### src/rtl/core/byte_addressed_data_memory_defines.svh
// Assertion macros for the byte-addressed data memory.
// Depends on nothing; the including module must provide clk and arst_n.
`ifndef BYTE_ADDRESSED_DATA_MEMORY_DEFINES_SVH
`define BYTE_ADDRESSED_DATA_MEMORY_DEFINES_SVH

// Same-cycle implication, checked on every rising edge outside reset.
`define DBM_ASSERT_IMP(lbl, ante, cons) \
	lbl: assert property (@(posedge clk) disable iff (!arst_n) (ante) |-> (cons)) \
		else $error("dbm: same-cycle check failed");

// Next-cycle implication, checked on every rising edge outside reset.
`define DBM_ASSERT_NXT(lbl, ante, cons) \
	lbl: assert property (@(posedge clk) disable iff (!arst_n) (ante) |=> (cons)) \
		else $error("dbm: next-cycle check failed");

`endif

### src/rtl/core/dbm_pkg.sv
// Shared types, constants and helper functions for the byte-addressed data memory.
// Depends on nothing; every module of the block but dbm_ram imports it.
package dbm_pkg;

	// Capacity in bytes and the bank arrangement derived from it.
	localparam int MEM_BYTES = 65536;
	localparam int NBANK     = 4;
	localparam int ROW_W     = ($clog2(MEM_BYTES) > 3) ? ($clog2(MEM_BYTES) - 2) : 1;
	localparam int BANK_ROWS = 1 << ROW_W;

	// Limit register.
	localparam int LIMIT_W = 17;
	localparam logic [LIMIT_W-1:0] LIMIT_RESET = LIMIT_W'(65536);

	// Command and access size codes; the last size code is reserved and always refused.
	localparam logic       CMD_READ  = 1'b0;
	localparam logic       CMD_WRITE = 1'b1;
	localparam logic [1:0] SIZE_BYTE = 2'd0;
	localparam logic [1:0] SIZE_HALF = 2'd1;
	localparam logic [1:0] SIZE_WORD = 2'd2;
	localparam logic [1:0] SIZE_BAD  = 2'd3;

	typedef struct packed {
		logic        cmd;
		logic [1:0]  access_size;
		logic [31:0] address;
		logic [31:0] write_data;
	} req_t;

	typedef struct packed {
		logic [31:0] read_data;
		logic        out_of_bounds;
	} rsp_t;

	// Per-bank memory request produced from one access.
	typedef struct packed {
		logic [NBANK-1:0]            we;
		logic [NBANK-1:0][ROW_W-1:0] row;
		logic [NBANK-1:0][7:0]       wdata;
	} bank_req_t;

	// What the read side needs to know about an access in flight.
	typedef struct packed {
		logic       rd;
		logic       oob;
		logic [1:0] size;
		logic [1:0] offset;
	} meta_t;

	// Byte lanes that an access of the given size touches.
	function automatic logic [NBANK-1:0] lane_mask(input logic [1:0] size);
		logic [NBANK-1:0] m;
		case (size)
			SIZE_BYTE: m = 4'b0001;
			SIZE_HALF: m = 4'b0011;
			SIZE_WORD: m = 4'b1111;
			default:   m = 4'b0000;
		endcase
		return m;
	endfunction

	// Number of bytes minus one for a legal size.
	function automatic logic [1:0] size_span(input logic [1:0] size);
		logic [1:0] s;
		case (size)
			SIZE_BYTE: s = 2'd0;
			SIZE_HALF: s = 2'd1;
			SIZE_WORD: s = 2'd3;
			default:   s = 2'd0;
		endcase
		return s;
	endfunction

endpackage

### src/rtl/core/dbm_rsp_align.sv
// Reassembles the little-endian read value from the four bank outputs.
// Depends on dbm_pkg.
module dbm_rsp_align (
	input  dbm_pkg::meta_t                   meta,
	input  logic [dbm_pkg::NBANK-1:0][7:0]   bank_rdata,
	output dbm_pkg::rsp_t                    rsp
);
	import dbm_pkg::*;

	logic [NBANK-1:0] lanes;
	logic             keep;

	assign lanes = lane_mask(meta.size);
	assign keep  = meta.rd && !meta.oob;

	// Byte lane i of the result comes from bank (offset + i), masked by size.
	always_comb begin
		rsp.out_of_bounds = meta.oob;
		for (int i = 0; i < NBANK; i++) begin
			rsp.read_data[8*i +: 8] = (keep && lanes[i]) ? bank_rdata[2'(i) + meta.offset]
			                                              : 8'h00;
		end
	end

endmodule

### config.mk
export PLATFORM = sky130hd
export DESIGN_NAME = dbm_rsp_align
export DESIGN_NICKNAME = d
export VERILOG_FILES = /design/src/rtl/core/byte_addressed_data_memory_defines.svh /design/src/rtl/core/dbm_pkg.sv /design/src/rtl/core/dbm_rsp_align.sv
export SDC_FILE = /design/constraint.sdc
export NUM_CORES = 1
export LEC_CHECK = 0
export ABC_AREA = 1
export BUFFER_PORTS_ARGS = -buffer_cell sky130_fd_sc_hd__buf_2
export CORE_MARGIN = 10
export CORE_UTILIZATION = 45
export DETAILED_ROUTE_END_ITERATION = 8
export PLACE_DENSITY_LB_ADDON = 0.05
export SLEW_MARGIN = 15
export SYNTH_ARGS = -nofsm -noshare
export SYNTH_HDL_FRONTEND = slang
export SYNTH_SLANG_ARGS = --single-unit
### constraint.sdc
create_clock -name vclk -period 1.2
set_input_delay 0.06 -clock vclk [all_inputs]
set_output_delay 0.06 -clock vclk [all_outputs]
set_load 0.05 [all_outputs]
# Yosys cells after proc, flatten, opt, wreduce, memory -nomap -nowiden
# Cells that the tools add are included.
[classes]
reduce_logical = 7
multipliers = 0
eq_ne = 2
bitwise_logic = 0
n_mux = 13
n_lt_le_gt_ge = 4
n_addsub = 3
n_shift = 0
div = 0
[op_table]
columns = ["op", "count"]
rows = [
  ["8-bit binary-select mux with 2-bit select", 4],
  ["8-bit 2-to-1 mux", 8],
  ["2-bit by 3-bit < comparator with 1-bit output, second input constant", 4],
  ["4-bit case mux with 3 select lines", 1],
  ["1-bit logical AND", 5],
  ["2-bit adder, first input constant", 2],
  ["1-bit by 2-bit adder with 2-bit output, first input constant", 1],
  ["2-bit by 1-bit == test with 1-bit output, second input constant", 1],
  ["2-bit == test, second input constant", 1],
  ["2-bit logical NOT", 1],
  ["1-bit logical NOT", 1],
]
[word_totals]
n_memories = 0
elab_cells = 29
ram_bits = 0
inputBits = 38
output_inout_bits = 33
latchBits = 0
reg_bits = 0
rom_bits = 0

# Longest topological paths before layout
# Gate-level depths: netlist of the first run.
[logic_depth]
ltp_word = 4
ltp_mapped = 8
mapped_depth_nobuf = 6

# Worst setup path after synthesis of the first run
# No wires, ideal clock.
[synth_timing]
path_type = "in2out"
from = "input meta[2] (netlist name)"
to = "output rsp[10] (netlist name)"
arrival_time_ns = 1.402
path_buffers = 0
slack_ns = -0.262
t_required_ns = 1.140
cell_stages = 5
cell_sequence = "inv_1 -> ha_1 -> nor2_1 -> nand2_1 -> nor2_1"
[synth_rtl]
columns = ["item", "line", "rtl"]
rows = [
  ["start: declaration", "dbm_rsp_align.sv:4", "input dbm_pkg::meta_t meta,"],
  ["end: declaration", "dbm_rsp_align.sv:6", "output dbm_pkg::rsp_t rsp"],
]

==> impl_metrics.py, run 1 <==
metrics = {
    "detailed_routing": {
        "via_per_inst": 4.35,
        "remaining_drc_errors": 0,
        "drt-total-wl_um": 4130,
        "drt-initial-drc-count": 126,
        "vias": 1732,
        "ant_nets": 0,
        "post_drt_wl_per_cell_um": 10.4,
        "drtPass1Iterations": 5,
    },
    "finish": {
        "nNetsFinal": 410,
        "postLayoutCoreUtil_pct": 75.3,
        "area_growth_pct": 56.1,
        "drive_above_1_share_pct": 33.4,
        "final_area_um2": 1920,
        "antenna_cells": 0,
        "nClkBuffers": 0,
        "seq_cells": 0,
        "area.sequential_um2": 0,
        "fillers": 236,
    },
    "pwr": {
        "p_per_area_nw_per_um2": 376,
        "clkPwrFrac_pct": 0,
        "net-switching-power_uw": 468,
        "pwr-share-comb_pct": 100.0,
        "seqPwrFrac_pct": 0,
        "p_leak_uw": 0.00123,
        "peakVddDrop_mv": 0.285,
        "cellInternalPower_uw": 252,
        "p_sw_share_pct": 65.0,
    },
    "synthesis": {
        "synth_most_common_cell": "nand2_1",
        "synth_commonest_cells": "nand2_1 (146), nor2_1 (66), inv_1 (51), nand3_1 (16), buf_4 (7)",
        "yosys.area_share.simple_pct": 73.3,
        "synthTopCellsByArea": "nand2_1 (45%), nor2_1 (20%), inv_1 (16%)",
        "ys_warn_count": 0,
        "ys_seq_area_share_pct": 0,
        "synthAdderAreaFrac_pct": 2.04,
        "synth_xor_area_share_pct": 0,
        "synth_top_family_by_area": "simple AND/OR/NAND/NOR gates",
        "synth_compound_area_share_pct": 0,
        "synth_top_area_cell": "nand2_1",
        "synth_fp_nets": 341,
        "syn_area_um2": 1230,
        "synthDistinctLibCells": 14,
        "synth_top_area_share_pct": 44.6,
        "postSynthAreaPerCell_um2": 4.08,
        "syn_inst": 301,
        "synthMuxAreaShare_pct": 0,
    },
    "global_routing": {
        "grt_pass1_wl_um": 6660,
        "grt.total_usage_pct": 14.3,
        "grt-ovfl-total": 0,
        "antenna_found_initial": 0,
        "grt_pass1_vias": 1531,
        "grt_max_degree": 33,
    },
    "flow_run": {
        "maxCapViolations": 0,
    },
    "critical_path": {
        "endpoint_kind": "primary output",
        "critical_path.max_fanout": 8,
        "required_ns": 1.14,
        "critPathKind": "in -> out",
        "arrival_ns": 1.11,
        "startpoint_type": "input pin",
    },
    "timing": {
        "setup_viol": 0,
        "hold_violations": 0,
        "final_max_slew_viol_count": 0,
        "timing.fmax_ghz": 0.854,
        "relSlewSlack_pct": 80.3,
        "period_share_pct": 97.6,
        "rsz0062_at_grt": "true",
        "fin_crit_ns": 1.17,
        "tightestPinTransition_ns": 0.295,
    },
    "placement": {
        "hpwlAfterDp_um": 3240,
        "io_buffer_count": 71,
        "globalplace.congestion": 0.880,
        "placed_cell_area_um2": 1730,
    },
    "run_status": {
        "outcome": "finished clean",
    },
    "worst_hold_path": {
        "hp-class": "in -> out",
    },
    "floorplanning": {
        "initial_utilization_pct": 48.2,
        "dieArea_um2": 5220,
        "die_h_um": 72.2,
        "core.rowCount": 18,
        "io_pins": 71,
        "core_area_um2": 2540,
        "dieWidth_um": 72.2,
    },
    "clock_network": {
        "cts_setup_buffers": 0,
    },
}
==> cell usage in the layout (no fill, tap or decap), drive strengths merged <==
cell type  count
buf           76
clkbuf         6
ha             2
inv           53
nand2        148
nand3         16
nor2          67
==> power by group through the flow <==
stage	clock, µW	combinational [µW]	sequential (µW)
after global placement	0	664	0
after global routing	0	806	0
final	0	720	0
after floorplan	0	508	0
after CTS	0	680	0
after detailed placement	0	670	0
==> timing repair <==
item / 4_1_cts / 5_1_grt
resized for setup: 8 / 61
cloned: 0 / 1
setup endpoints to repair: 8 / 28
hold buffers: 0 / 0
pin swaps: 0 / 2
==> per-layer routing <==
layer  vias up  track usage, %  routed length, µm
met4         0           0.645                  0
met3         0            3.13                342
met2        54            23.5               1870
met5         -               0                  0
met1       688            19.2               1920
li1        990               -                  -
==> stage by stage <==
step / hold WS (ns) / setup slack (ns) / power, µW / TNS, ns / std cells
2_1_floorplan: 0.287 / -0.0557 / 508 / -0.0557 / 301
6_report: 0.426 / 0.0291 / 720 / 0 / 398
5_1_grt: 0.433 / -0.0200 / 806 / -0.0587 / 398
3_3_place_gp: 0.424 / 0.00824 / 664 / 0 / 397
3_5_place_dp: 0.427 / -0.0207 / 670 / -0.0979 / 397
4_1_cts: 0.427 / 0.0259 / 680 / 0 / 397
==> worst max-delay path: stages <==
cell and delay (ns):
buf_2 0.09, inv_1 0.04, ha_1 0.27, nor2_1 0.10, buf_4 0.17, nand2_1 0.10
nor2_4 0.08, buf_4 0.20
==> final cells by class <==
cell class / instances / area [µm²] / area share, %
multi-input combinational: 233 / 1050 / 54.9
timing repair buffer: 82 / 624 / 32.6
inverter: 53 / 201 / 10.5
tap: 30 / 37.5 / 1.96
==> cells by family after synthesis <==
family | count (synthesis)
and+or+nand+nor | 231
buffers and inverters | 68
adders and majority gates | 2
==> worst paths after layout <==
kind                     from      to  slack (ns)  cells past startpoint
worst max-delay path  meta[2]  rsp[9]        0.03                      8
worst min-delay path  meta[4]  rsp[0]        0.43                      2
Note: power is estimated with default switching activity, not from simulation.
==> run 2: changes to the inputs <==
--- a/config.mk
+++ b/config.mk
@@ -6,7 +6,7 @@
 export NUM_CORES = 1
 export LEC_CHECK = 0
 export ABC_AREA = 1
-export BUFFER_PORTS_ARGS = -buffer_cell sky130_fd_sc_hd__buf_2
+export BUFFER_PORTS_ARGS = -buffer_cell sky130_fd_sc_hd__buf_4
 export CORE_MARGIN = 10
 export CORE_UTILIZATION = 45
 export DETAILED_ROUTE_END_ITERATION = 8
==> run 2 against run 1 <==
Core utilization up 2.5 points. Combinational power up 4.6%. Via count up 1.9%. Setup slack better by 0.039 ns. Critical path type unchanged. Largest cell class unchanged.
==> impl_metrics.py, run 2 (synthesis results as in run 1) <==
metrics = {
    "critical_path": {
        "required_ns": 1.14,
        "cp_top_family": "buffers and inverters",
        "critPathKind": "in -> out",
        "startpoint_type": "input pin",
        "path_buf_inv": 4,
        "critical_path.max_fanout": 8,
        "slowest_stage": "ha_1",
        "endpoint_kind": "primary output",
        "arrival_ns": 1.07,
        "crit_chain": "buf_4, inv_1, ha_1, nor2_1, buf_4, nand2_1, nor2_4, buf_6",
        "cp_slowest_stage_delay_ns": 0.28,
        "crit_top_cell": "buf_4",
    },
    "finish": {
        "nNetsFinal": 407,
        "postLayoutCoreUtil_pct": 77.7,
        "antenna_cells": 0,
        "mostFrequentLayoutCells": "nand2_1 (146), buf_4 (60), inv_1 (51)",
        "area.sequential_um2": 0,
        "seq_cells": 0,
        "nClkBuffers": 0,
        "mostFrequentLayoutCell": "nand2_1",
        "area_growth_pct": 61.2,
        "drive_above_1_share_pct": 31.8,
    },
    "detailed_routing": {
        "wl_met2_um": 1970,
        "post_drt_wl_per_cell_um": 10.8,
        "wl_met1_um": 1920,
        "drt-total-wl_um": 4270,
        "drt-initial-drc-count": 116,
        "vias": 1765,
        "dr_wl_met3_um": 334,
        "via_per_inst": 4.47,
        "ant_nets": 0,
        "drtPass1Iterations": 4,
        "remaining_drc_errors": 0,
        "top_layer": "met4",
    },
    "placement": {
        "globalplace.congestion": 0.903,
        "pre_cts_ws_ns": 0.0379,
        "io_buffer_count": 71,
        "hpwlAfterDp_um": 3590,
    },
    "timing": {
        "hold-worst-slack_ns": 0.389,
        "final_max_slew_viol_count": 0,
        "tightestPinTransition_ns": 0.294,
        "relSlewSlack_pct": 80.4,
        "rsz0062_at_grt": "true",
        "period_share_pct": 94.3,
        "hold_violations": 0,
        "timing.fmax_ghz": 0.883,
        "setup_viol": 0,
        "worst_slack_ns": 0.0680,
        "fin_crit_ns": 1.13,
        "fin_tns_setup_ns": 0,
    },
    "floorplanning": {
        "io_pins": 71,
        "core_area_um2": 2540,
        "dieWidth_um": 72.2,
        "die_h_um": 72.2,
        "initial_utilization_pct": 48.2,
        "core.rowCount": 18,
        "dieArea_um2": 5220,
    },
    "global_routing": {
        "grt_max_degree": 33,
        "grt.total_usage_pct": 15.2,
        "grt_pass1_vias": 1595,
        "grt_pass1_wl_um": 6960,
        "grt-ovfl-total": 0,
        "antenna_found_initial": 0,
    },
    "pwr": {
        "p_per_area_nw_per_um2": 381,
        "peakVddDrop_mv": 0.303,
        "total_power_uw": 753,
        "p_leak_uw": 0.00125,
    },
    "run_status": {
        "outcome": "finished clean",
    },
    "clock_network": {
        "postCtsHoldBufs": 0,
    },
    "flow_run": {
        "maxCapViolations": 0,
    },
    "worst_hold_path": {
        "hp-class": "in -> out",
    },
}
## run 2: cell count changes in the layout (fill, tap and decap cells not counted), sizes merged
cell    change
buf         +3
clkbuf      -6
## run 2: final cells by class
type,count,area [µm²]
well taps,30,37.5
fillers,238,567
multi-input cells,233,1050
repair buffers,79,691
inverters,53,201
## run 2: stage by stage
| step | instances | area [µm²] |
|---|---|---|
| 3_3_place_gp | 395 | 1910 |
| 5_1_grt | 395 | 1980 |
| 2_1_floorplan | 301 | 1340 |
| 3_5_place_dp | 395 | 1910 |
| 4_1_cts | 395 | 1910 |
| 6_report | 395 | 1980 |
## run 2: path summary, 6_finish.rpt
path / endpoint / startpoint / slack, ns / depth (start not counted)
max: rsp[14] / meta[2] / 0.07 / 8
min: rsp[0] / meta[4] / 0.39 / 2
## run 2: power by group
group          switching [µW]  internal [µW]
clock                       0              0
sequential                  0              0
combinational             468            285
## run 2: per-layer routing
layer,vias to the layer above,track usage [%]
met4,0,1.72
met1,722,19.6
met2,54,25.8
met3,4,3.40
met5,-,0
li1,985,-
## run 2: repair_timing
action	in CTS	in global routing
setup buffers	0	0
gates resized for setup	0	17
setup endpoints to repair	0	17
