==> src/rtl/core/byte_addressed_data_memory_defines.svh <==
// Assertion macros for the byte-addressed data memory.
// Depends on nothing; the including module must provide clk and arst_n.
`ifndef BYTE_ADDRESSED_DATA_MEMORY_DEFINES_SVH
`define BYTE_ADDRESSED_DATA_MEMORY_DEFINES_SVH

// Same-cycle implication, checked on every rising edge outside reset.
`define DBM_ASSERT_IMP(lbl, ante, cons) \
	lbl: assert property (@(posedge clk) disable iff (!arst_n) (ante) |-> (cons)) \
		else $error("dbm: same-cycle check failed");

// Next-cycle implication, checked on every rising edge outside reset.
`define DBM_ASSERT_NXT(lbl, ante, cons) \
	lbl: assert property (@(posedge clk) disable iff (!arst_n) (ante) |=> (cons)) \
		else $error("dbm: next-cycle check failed");

`endif

==> src/rtl/core/dbm_pkg.sv <==
// Shared types, constants and helper functions for the byte-addressed data memory.
// Depends on nothing; every module of the block but dbm_ram imports it.
package dbm_pkg;

	// Capacity in bytes and the bank arrangement derived from it.
	localparam int MEM_BYTES = 65536;
	localparam int NBANK     = 4;
	localparam int ROW_W     = ($clog2(MEM_BYTES) > 3) ? ($clog2(MEM_BYTES) - 2) : 1;
	localparam int BANK_ROWS = 1 << ROW_W;

	// Limit register.
	localparam int LIMIT_W = 17;
	localparam logic [LIMIT_W-1:0] LIMIT_RESET = LIMIT_W'(65536);

	// Command and access size codes; the last size code is reserved and always refused.
	localparam logic       CMD_READ  = 1'b0;
	localparam logic       CMD_WRITE = 1'b1;
	localparam logic [1:0] SIZE_BYTE = 2'd0;
	localparam logic [1:0] SIZE_HALF = 2'd1;
	localparam logic [1:0] SIZE_WORD = 2'd2;
	localparam logic [1:0] SIZE_BAD  = 2'd3;

	typedef struct packed {
		logic        cmd;
		logic [1:0]  access_size;
		logic [31:0] address;
		logic [31:0] write_data;
	} req_t;

	typedef struct packed {
		logic [31:0] read_data;
		logic        out_of_bounds;
	} rsp_t;

	// Per-bank memory request produced from one access.
	typedef struct packed {
		logic [NBANK-1:0]            we;
		logic [NBANK-1:0][ROW_W-1:0] row;
		logic [NBANK-1:0][7:0]       wdata;
	} bank_req_t;

	// What the read side needs to know about an access in flight.
	typedef struct packed {
		logic       rd;
		logic       oob;
		logic [1:0] size;
		logic [1:0] offset;
	} meta_t;

	// Byte lanes that an access of the given size touches.
	function automatic logic [NBANK-1:0] lane_mask(input logic [1:0] size);
		logic [NBANK-1:0] m;
		case (size)
			SIZE_BYTE: m = 4'b0001;
			SIZE_HALF: m = 4'b0011;
			SIZE_WORD: m = 4'b1111;
			default:   m = 4'b0000;
		endcase
		return m;
	endfunction

	// Number of bytes minus one for a legal size.
	function automatic logic [1:0] size_span(input logic [1:0] size);
		logic [1:0] s;
		case (size)
			SIZE_BYTE: s = 2'd0;
			SIZE_HALF: s = 2'd1;
			SIZE_WORD: s = 2'd3;
			default:   s = 2'd0;
		endcase
		return s;
	endfunction

endpackage

==> src/rtl/core/dbm_addr_gen.sv <==
// Bounds check and bank steering for one access of the data memory.
// Depends on dbm_pkg.
module dbm_addr_gen (
	input  dbm_pkg::req_t                  req,
	input  logic [dbm_pkg::LIMIT_W-1:0]    limit,
	output dbm_pkg::bank_req_t             bank,
	output dbm_pkg::meta_t                 meta
);
	import dbm_pkg::*;

	logic [32:0]      last_addr;
	logic [32:0]      eff_limit;
	logic             fail;
	logic [1:0]       offset;
	logic [ROW_W-1:0] row0;
	logic [NBANK-1:0] lanes;
	logic [1:0]       lane [NBANK];

	// The end address is formed one bit wider so that it cannot wrap.
	assign last_addr = {1'b0, req.address} + {31'b0, size_span(req.access_size)};
	assign eff_limit = (33'(limit) > 33'(MEM_BYTES)) ? 33'(MEM_BYTES) : 33'(limit);
	assign fail      = (req.access_size == SIZE_BAD) || (last_addr >= eff_limit);

	assign offset = req.address[1:0];
	assign row0   = req.address[ROW_W+1:2];
	assign lanes  = lane_mask(req.access_size);

	// Each bank takes the byte lane that falls on it; banks below the start
	// offset hold the bytes that spill into the next row.
	always_comb begin
		for (int b = 0; b < NBANK; b++) begin
			lane[b]        = 2'(b) - offset;
			bank.row[b]    = row0 + ((2'(b) < offset) ? ROW_W'(1) : ROW_W'(0));
			bank.we[b]     = (req.cmd == CMD_WRITE) && !fail && lanes[lane[b]];
			bank.wdata[b]  = req.write_data[{lane[b], 3'b000} +: 8];
		end
	end

	assign meta.rd     = (req.cmd == CMD_READ);
	assign meta.oob    = fail;
	assign meta.size   = req.access_size;
	assign meta.offset = offset;

endmodule

==> config.mk <==
export PLATFORM = sky130hd
export DESIGN_NAME = dbm_addr_gen
export DESIGN_NICKNAME = d
export VERILOG_FILES = /design/src/rtl/core/byte_addressed_data_memory_defines.svh /design/src/rtl/core/dbm_pkg.sv /design/src/rtl/core/dbm_addr_gen.sv
export SDC_FILE = /design/constraint.sdc
export NUM_CORES = 1
export LEC_CHECK = 0
export BUFFER_PORTS_ARGS = -buffer_cell sky130_fd_sc_hd__buf_2
export CELL_PAD_IN_SITES_DETAIL_PLACEMENT = 0
export CELL_PAD_IN_SITES_GLOBAL_PLACEMENT = 1
export CORE_AREA = 2 2 100 102
export DETAILED_ROUTE_END_ITERATION = 12
export DIE_AREA = 0 0 102 104
export PLACE_DENSITY = 0.9
export SETUP_SLACK_MARGIN = 0.2
export SLEW_MARGIN = 20
export SYNTH_ARGS = -nofsm -noshare
export SYNTH_HDL_FRONTEND = slang
export SYNTH_SLANG_ARGS = --single-unit
==> constraint.sdc <==
create_clock -name vclk -period 11.1
set_input_delay 3.33 -clock vclk [all_inputs]
set_output_delay 3.33 -clock vclk [all_outputs]
set_load 0.03 [all_outputs]
; Yosys cells after proc, flatten, opt, wreduce, memory -nomap -nowiden
; Index checks and enable logic that the tools add are counted.
[classes]
addsub = 9
n_lt_le_gt_ge = 10
n_eq_ne = 3
shift = 4
mux = 15
bitwise = 1
reduce_logical = 8
[ops]
columns = cell, count
row1 = $shiftx 32x6->8, 4
row2 = $add 14x1->14, 4
row3 = $add 32x2->33, 1
row4 = $ge 33x17->1, 1
row5 = $gt 17x17->1 const B, 1
row6 = $mux 17, 1
row7 = $lt 2x3->1 const B, 4
row8 = $pmux 4 s3, 1
row9 = $bmux 1 s2, 4
row10 = $mux 1, 8
row11 = $logic_and 1x1->1, 5
row12 = $eq 2x2->1 const B, 2
row13 = $lt 1x2->1 const A, 2
row14 = $lt 2x2->1 const A, 2
row15 = $pmux 2 s2, 1
row16 = $sub 1x2->2 const A, 2
row17 = $sub 2x2->2 const A, 2
row18 = $eq 2x1->1 const B, 1
row19 = $logic_not 2->1, 1
row20 = $logic_not 1->1, 1
row21 = $logic_or 1x1->1, 1
row22 = $not 1->1, 1
[word_totals]
regBits = 0
input_bits = 84
out_inout_bits = 98
word_cells = 50

; Depth between registers and ports, before layout
; Gate-level depths: netlist of run 1.
[depth]
depth_word = 8
depth_mapped = 17

; Worst setup path after synthesis of run 1
; Ideal clock, no wire load.
[synth_path]
path_kind = input -> output
start = input req[64] in the netlist's numbering
end = output bank[89] in the netlist's numbering
arrival_time_ns = 7.081
required_time_ns = 7.770
slack_ns = 0.689
path_stages = 15
n_path_buf = 0
cell_sequence = inv_1 -> ha_1 -> inv_1 -> ha_1 -> fa_1 -> and4_1 -> and3_1 -> xor2_1 -> ha_1 -> a21oi_1 -> o21ai_0 -> o21bai_1 -> nand4_1 -> or4_4 -> nor4_1
[synth_rtl]
columns = element, line_no
row1 = start: declaration, dbm_addr_gen.sv:4  ; input dbm_pkg::req_t req,
row2 = end: declaration, dbm_addr_gen.sv:6  ; output dbm_pkg::bank_req_t bank,

==> results.cfg, run 1 <==
[status]
status = finished clean

[yosys]
netlist_instances = 363
synth.most_common_cell = nand2_1
synth_compound_area_frac = 0.0884
yosysWarningCount = 0
avgSynthCellArea_um2 = 8.27
yosys.area_share.simple = 0.267
synth_fa_ha_area_frac = 0.132
yosysTopAreaCell = mux4_2
netlist_top_cells_area = mux4_2 24%, ha_1 13%, xnor2_1 12%, nand2_1 6.8%, buf_4 4.8%
syn_nets = 478
synth_xor_area_frac = 0.160
seq_area_frac_synth = 0
synthMuxAreaShare = 0.250
synth_top_area_share = 0.240
yosysUniqueCellTypes = 44
synth_top_family_by_area = simple AND/OR/NAND/NOR gates
syn_area_um2 = 3000
synth_common_cells = 54 x nand2_1, 42 x xnor2_1, 32 x mux4_2

[detailed_routing]
drt-pass1-iter-count = 4
num_vias = 3385
post-route-drc-count = 0
routedWlPerCell_um = 15.4
routed_via_density = 5.33
drt-initial-drc-count = 149
antenna_left = 0
wl_um = 9810

[pwr]
p_sw_frac = 0.633
pwr-share-clk = 0
p_comb_frac = 1.000
p_int_w = 0.0000731
vdd_drop_max_mv = 0.0229
leakagePower_nw = 1.70
p_seq_frac = 0
p_sw_w = 0.000126
p_per_area_nw_per_um2 = 52.0

[cells_and_area]
nets = 619
n_fill_cell = 1012
area_delta_synth_final_pct = 27.5
seq_cells = 0
drive_gt1_frac = 0.438
register_area_um2 = 0
multi_input_area_um2 = 2690
n_clock_buffer = 0
num_antenna_cells = 0

[sta]
tightestPinTransition_ns = 0.758
setup_violations = 0
post-route-period-util = 0.937
finalHoldViolCount = 0
fin_tns_setup_ns = 0
fmax_ghz = 0.0962
min_period_ns = 10.40
rsz0062_at_grt = no
maxSlewViolCount = 0
max_slew_margin = 0.495
layout_setup_ws_ns = 0.700

[floorplan]
initial_core_util = 0.314
fp.dieW_um = 102
io_pins = 182
rows = 36
die_area_um2 = 10600
die_y_um = 104
core_area_um2 = 9550

[worst_setup_path]
endpoint_kind = output port
worstPathRequired_ns = 7.77
crit_path_start_kind = input port
crit_type = input port to output port
crit_fanout = 5
cp.arrival_ns = 7.07

[placement]
routabilityCongestion = 0.958
port_buffers = 182
dp_slack_ns = 0.703
dp.final_hpwl_um = 8460

[global_routing]
track_usage = 0.167
grt_pass1_vias = 3020
grt_pass1_wl_um = 14600
grt_max_degree = 40
overflow = 0
antenna_found_initial = 0

[run]
drv_cap = 0

[hold_path]
hold_class = input port to output port

[clock_tree]
hold_buffers = 0
postCtsSetupBuffers = 0
cts_resized = 0
## per-layer routing
layer  share of wire  vias to the layer above  wire length (um)  GRT usage
li1                -                     1636                 -          -
met1            0.43                     1578              4250      0.211
met2            0.50                      161              4900      0.319
met3           0.056                       10               554    0.00336
met4           0.010                        0               102     0.0181
met5               0                        -                 0          0
## power groups by stage
stage	registers, W	logic [W]	clock network, W
2_1_floorplan	0	0.000143	0
3_3_place_gp	0	0.000197	0
3_5_place_dp	0	0.000199	0
4_1_cts	0	0.000200	0
5_1_grt	0	0.000214	0
6_report	0	0.000199	0
## critical path, stage by stage
cell,delay [ns]
buf_2,0.10
inv_1,0.06
ha_1,0.30
inv_1,0.08
ha_1,0.18
fa_1,0.29
nand3_1,0.16
or3_1,0.40
xnor2_1,0.14
ha_1,0.34
a21oi_1,0.13
o21ai_0,0.10
o21bai_1,0.15
nand4_1,0.13
or4_4,0.58
a2111oi_2,0.34
buf_2,0.25
## placed cells by master, fill, tap and decap left out, types with 2 or more instances in the layout
cell	n
nor3_1	3
buf_2	182
inv_1	11
and4_1	11
xnor2_1	42
and3_1	7
a311oi_1	2
a41oi_1	3
or3_1	7
nand2_1	54
mux2i_1	3
a41o_1	2
nand3_1	19
o31ai_1	2
buf_4	2
mux4_2	32
nor4_1	13
nor2b_1	4
ha_1	30
a311o_1	2
o21ai_0	6
and2_1	5
a211oi_1	2
nor2_1	9
nand4_1	12
xor2_1	13
a31oi_1	2
a21oi_1	9
## area by class of cell
cell class         count  area share
well taps            133      0.0435
multi-input cells    307       0.704
repair buffers       184       0.242
inverters             11      0.0108
## path summary, 6_finish.rpt
kind	cells after the start	from	end	slack [ns]
setup / recovery	17	req[64]	bank[88]	0.70
hold / removal	3	req[66]	meta[5]	6.94
## through the flow
stage          instance area, um^2  std cells  total power (W)  utilization  hold WS [ns]
6_report                      3830        635         0.000199        0.401          6.94
5_1_grt                       3830        635         0.000214        0.401          6.95
4_1_cts                       3830        635         0.000200        0.401          6.94
3_5_place_dp                  3830        635         0.000199        0.401          6.94
3_3_place_gp                  3830        635         0.000197        0.401          6.94
2_1_floorplan                 3000        363         0.000143            -          6.77
## cells by family after synthesis
family,count (synthesis)
adders and majority gates,31
and+or+nand+nor,149
AOI/OAI and AO/OA,37
buffers and inverters,56
muxes,35
xor gates and xnor gates,55
Power figures use the tool's default switching activity.
==> inputs of run 2 (changes only) <==
- BUFFER_PORTS_ARGS: -buffer_cell sky130_fd_sc_hd__buf_2 -> default
- CAP_MARGIN: default -> 20
- CORE_AREA: 2 2 100 102 -> 2 2 83 85
- DIE_AREA: 0 0 102 104 -> 0 0 85 87
- DONT_BUFFER_PORTS: default -> 1
==> run 2 against run 1 <==
Compared with the run above:
- global-route usage increased by 6.3 points
- wire length decreased by 10%
- first-iteration DRC count increased by 7.4%
- non-clock buffer count decreased by 180
- maximum frequency increased by 1.8%
- via count decreased by 19%
- power decreased by 33%
- final cell count decreased by 37%
- clock-buffer cell count unchanged
- critical path depth decreased by 1
- flip-flop and latch count unchanged
- largest cell class unchanged
- highest routed layer unchanged
==> results.cfg, run 2 (synthesized netlist as in run 1, its figures left out) <==
[sta]
max_slew_margin = 0.489
fmax_ghz = 0.0979
tightestPinTransition_ns = 0.767
hold_ws_ns = 6.66
fin_tns_setup_ns = 0
maxSlewViolCount = 0
rsz0062_at_grt = no
finalHoldViolCount = 0
min_period_ns = 10.22
post-route-period-util = 0.921
setup_violations = 0

[floorplan]
core_area_um2 = 6570
rows = 30
initial_core_util = 0.457
die_area_um2 = 7400
die_y_um = 87
io_pins = 182
fp.dieW_um = 85

[cells_and_area]
final_common_cell = nand2_1
multi_input_area_um2 = 2690
n_clock_buffer = 0
seq_cells = 0
register_area_um2 = 0
n_fill_cell = 649
num_antenna_cells = 0
area_delta_synth_final_pct = -4.54
finalCoreUtilization = 0.436
nets = 439
drive_gt1_frac = 0.124
layout_common_cells = 54 x nand2_1, 42 x xnor2_1, 32 x mux4_2

[global_routing]
antenna_found_initial = 0
grt_pass1_vias = 2721
overflow = 0
grt_max_degree = 41
track_usage = 0.230
grt_pass1_wl_um = 14000

[pwr]
p_per_area_nw_per_um2 = 46.8
vdd_drop_max_mv = 0.0302
leakagePower_nw = 0.992

[worst_setup_path]
cp.arrival_ns = 6.89
slowest_delay_ns = 0.58
worstPathRequired_ns = 7.77
crit_path_start_kind = input port
crit_type = input port to output port
crit_fanout = 5
cpMostUsedCell = ha_1
critPathSlowestCell = or4_4
endpoint_kind = output port
path_cells = inv_1, ha_1, inv_1, ha_1, fa_1, and4_1, nand4_1, nor2_1, xor2_1, ha_1, a311o_1, a41oi_1, nand4_1, or4_4, a2111oi_2, buf_4

[placement]
dp.final_hpwl_um = 7410
routabilityCongestion = 0.875
port_buffers = 0

[detailed_routing]
drt-initial-drc-count = 160
antenna_left = 0
post-route-drc-count = 0
routed_via_density = 6.84
wl_um = 8820
drt-pass1-iter-count = 4
num_vias = 2748
routedWlPerCell_um = 22.0

[clock_tree]
postCtsSetupBuffers = 0
hold_buffers = 0
cts_resized = 0

[hold_path]
hold_class = input port to output port
hold_depth = 0

[run]
drv_cap = 0

[status]
status = finished clean
-- run 2: cell count changes in the layout (fill, tap and decap cells not counted), sizes merged --
cell  change
buf     -180
-- run 2: critical path, delay by kind of cell --
kind / cells / cell delay, ns
AOI/OAI and AO/OA: 3 / 0.81
buffers and inverters: 3 / 0.31
xor gates and xnor gates: 1 / 0.15
adders and majority gates: 4 / 1.15
and+or+nand+nor: 5 / 1.16
-- run 2: final timing paths --
kind,from,to,slack [ns]
worst max-delay path,req[64],bank[88],0.88
worst min-delay path,req[42],bank[82],6.66
-- run 2: report_power, final --
part	leakage (nW)	switching [W]	internal (W)
Clock	0	0	0
Sequential	0	0	0
Combinational	0.992	0.0000865	0.0000475
Total	0.992	0.0000865	0.0000475
-- run 2: layout make-up --
| cell class | count | area share |
|---|---|---|
| tap | 80 | 0.0349 |
| timing repair buffer | 4 | 0.0105 |
| multi-input combinational | 307 | 0.940 |
| inverter | 11 | 0.0144 |
-- run 2: routing by layer --
| metal | share of wire | vias up | global-route usage | wire length [um] |
|---|---|---|---|---|
| met3 | 0.094 | 8 | 0.0360 | 826 |
| met4 | 0.0075 | 0 | 0.0188 | 66 |
| met1 | 0.39 | 1299 | 0.281 | 3410 |
| met2 | 0.51 | 171 | 0.439 | 4520 |
| met5 | 0 | - | 0 | 0 |
| li1 | - | 1270 | - | - |
-- run 2: through the flow --
| stage | area, um^2 | worst slack (ns) | power (W) | std cells |
|---|---|---|---|---|
| floorplan | 3000 | 0.689 | 0.000143 | 363 |
| global placement | 2870 | 1.00 | 0.000133 | 402 |
| detailed placement | 2870 | 0.875 | 0.000134 | 402 |
| CTS | 2870 | 0.873 | 0.000135 | 402 |
| global route | 2870 | 0.542 | 0.000143 | 402 |
| finish | 2870 | 0.881 | 0.000134 | 402 |
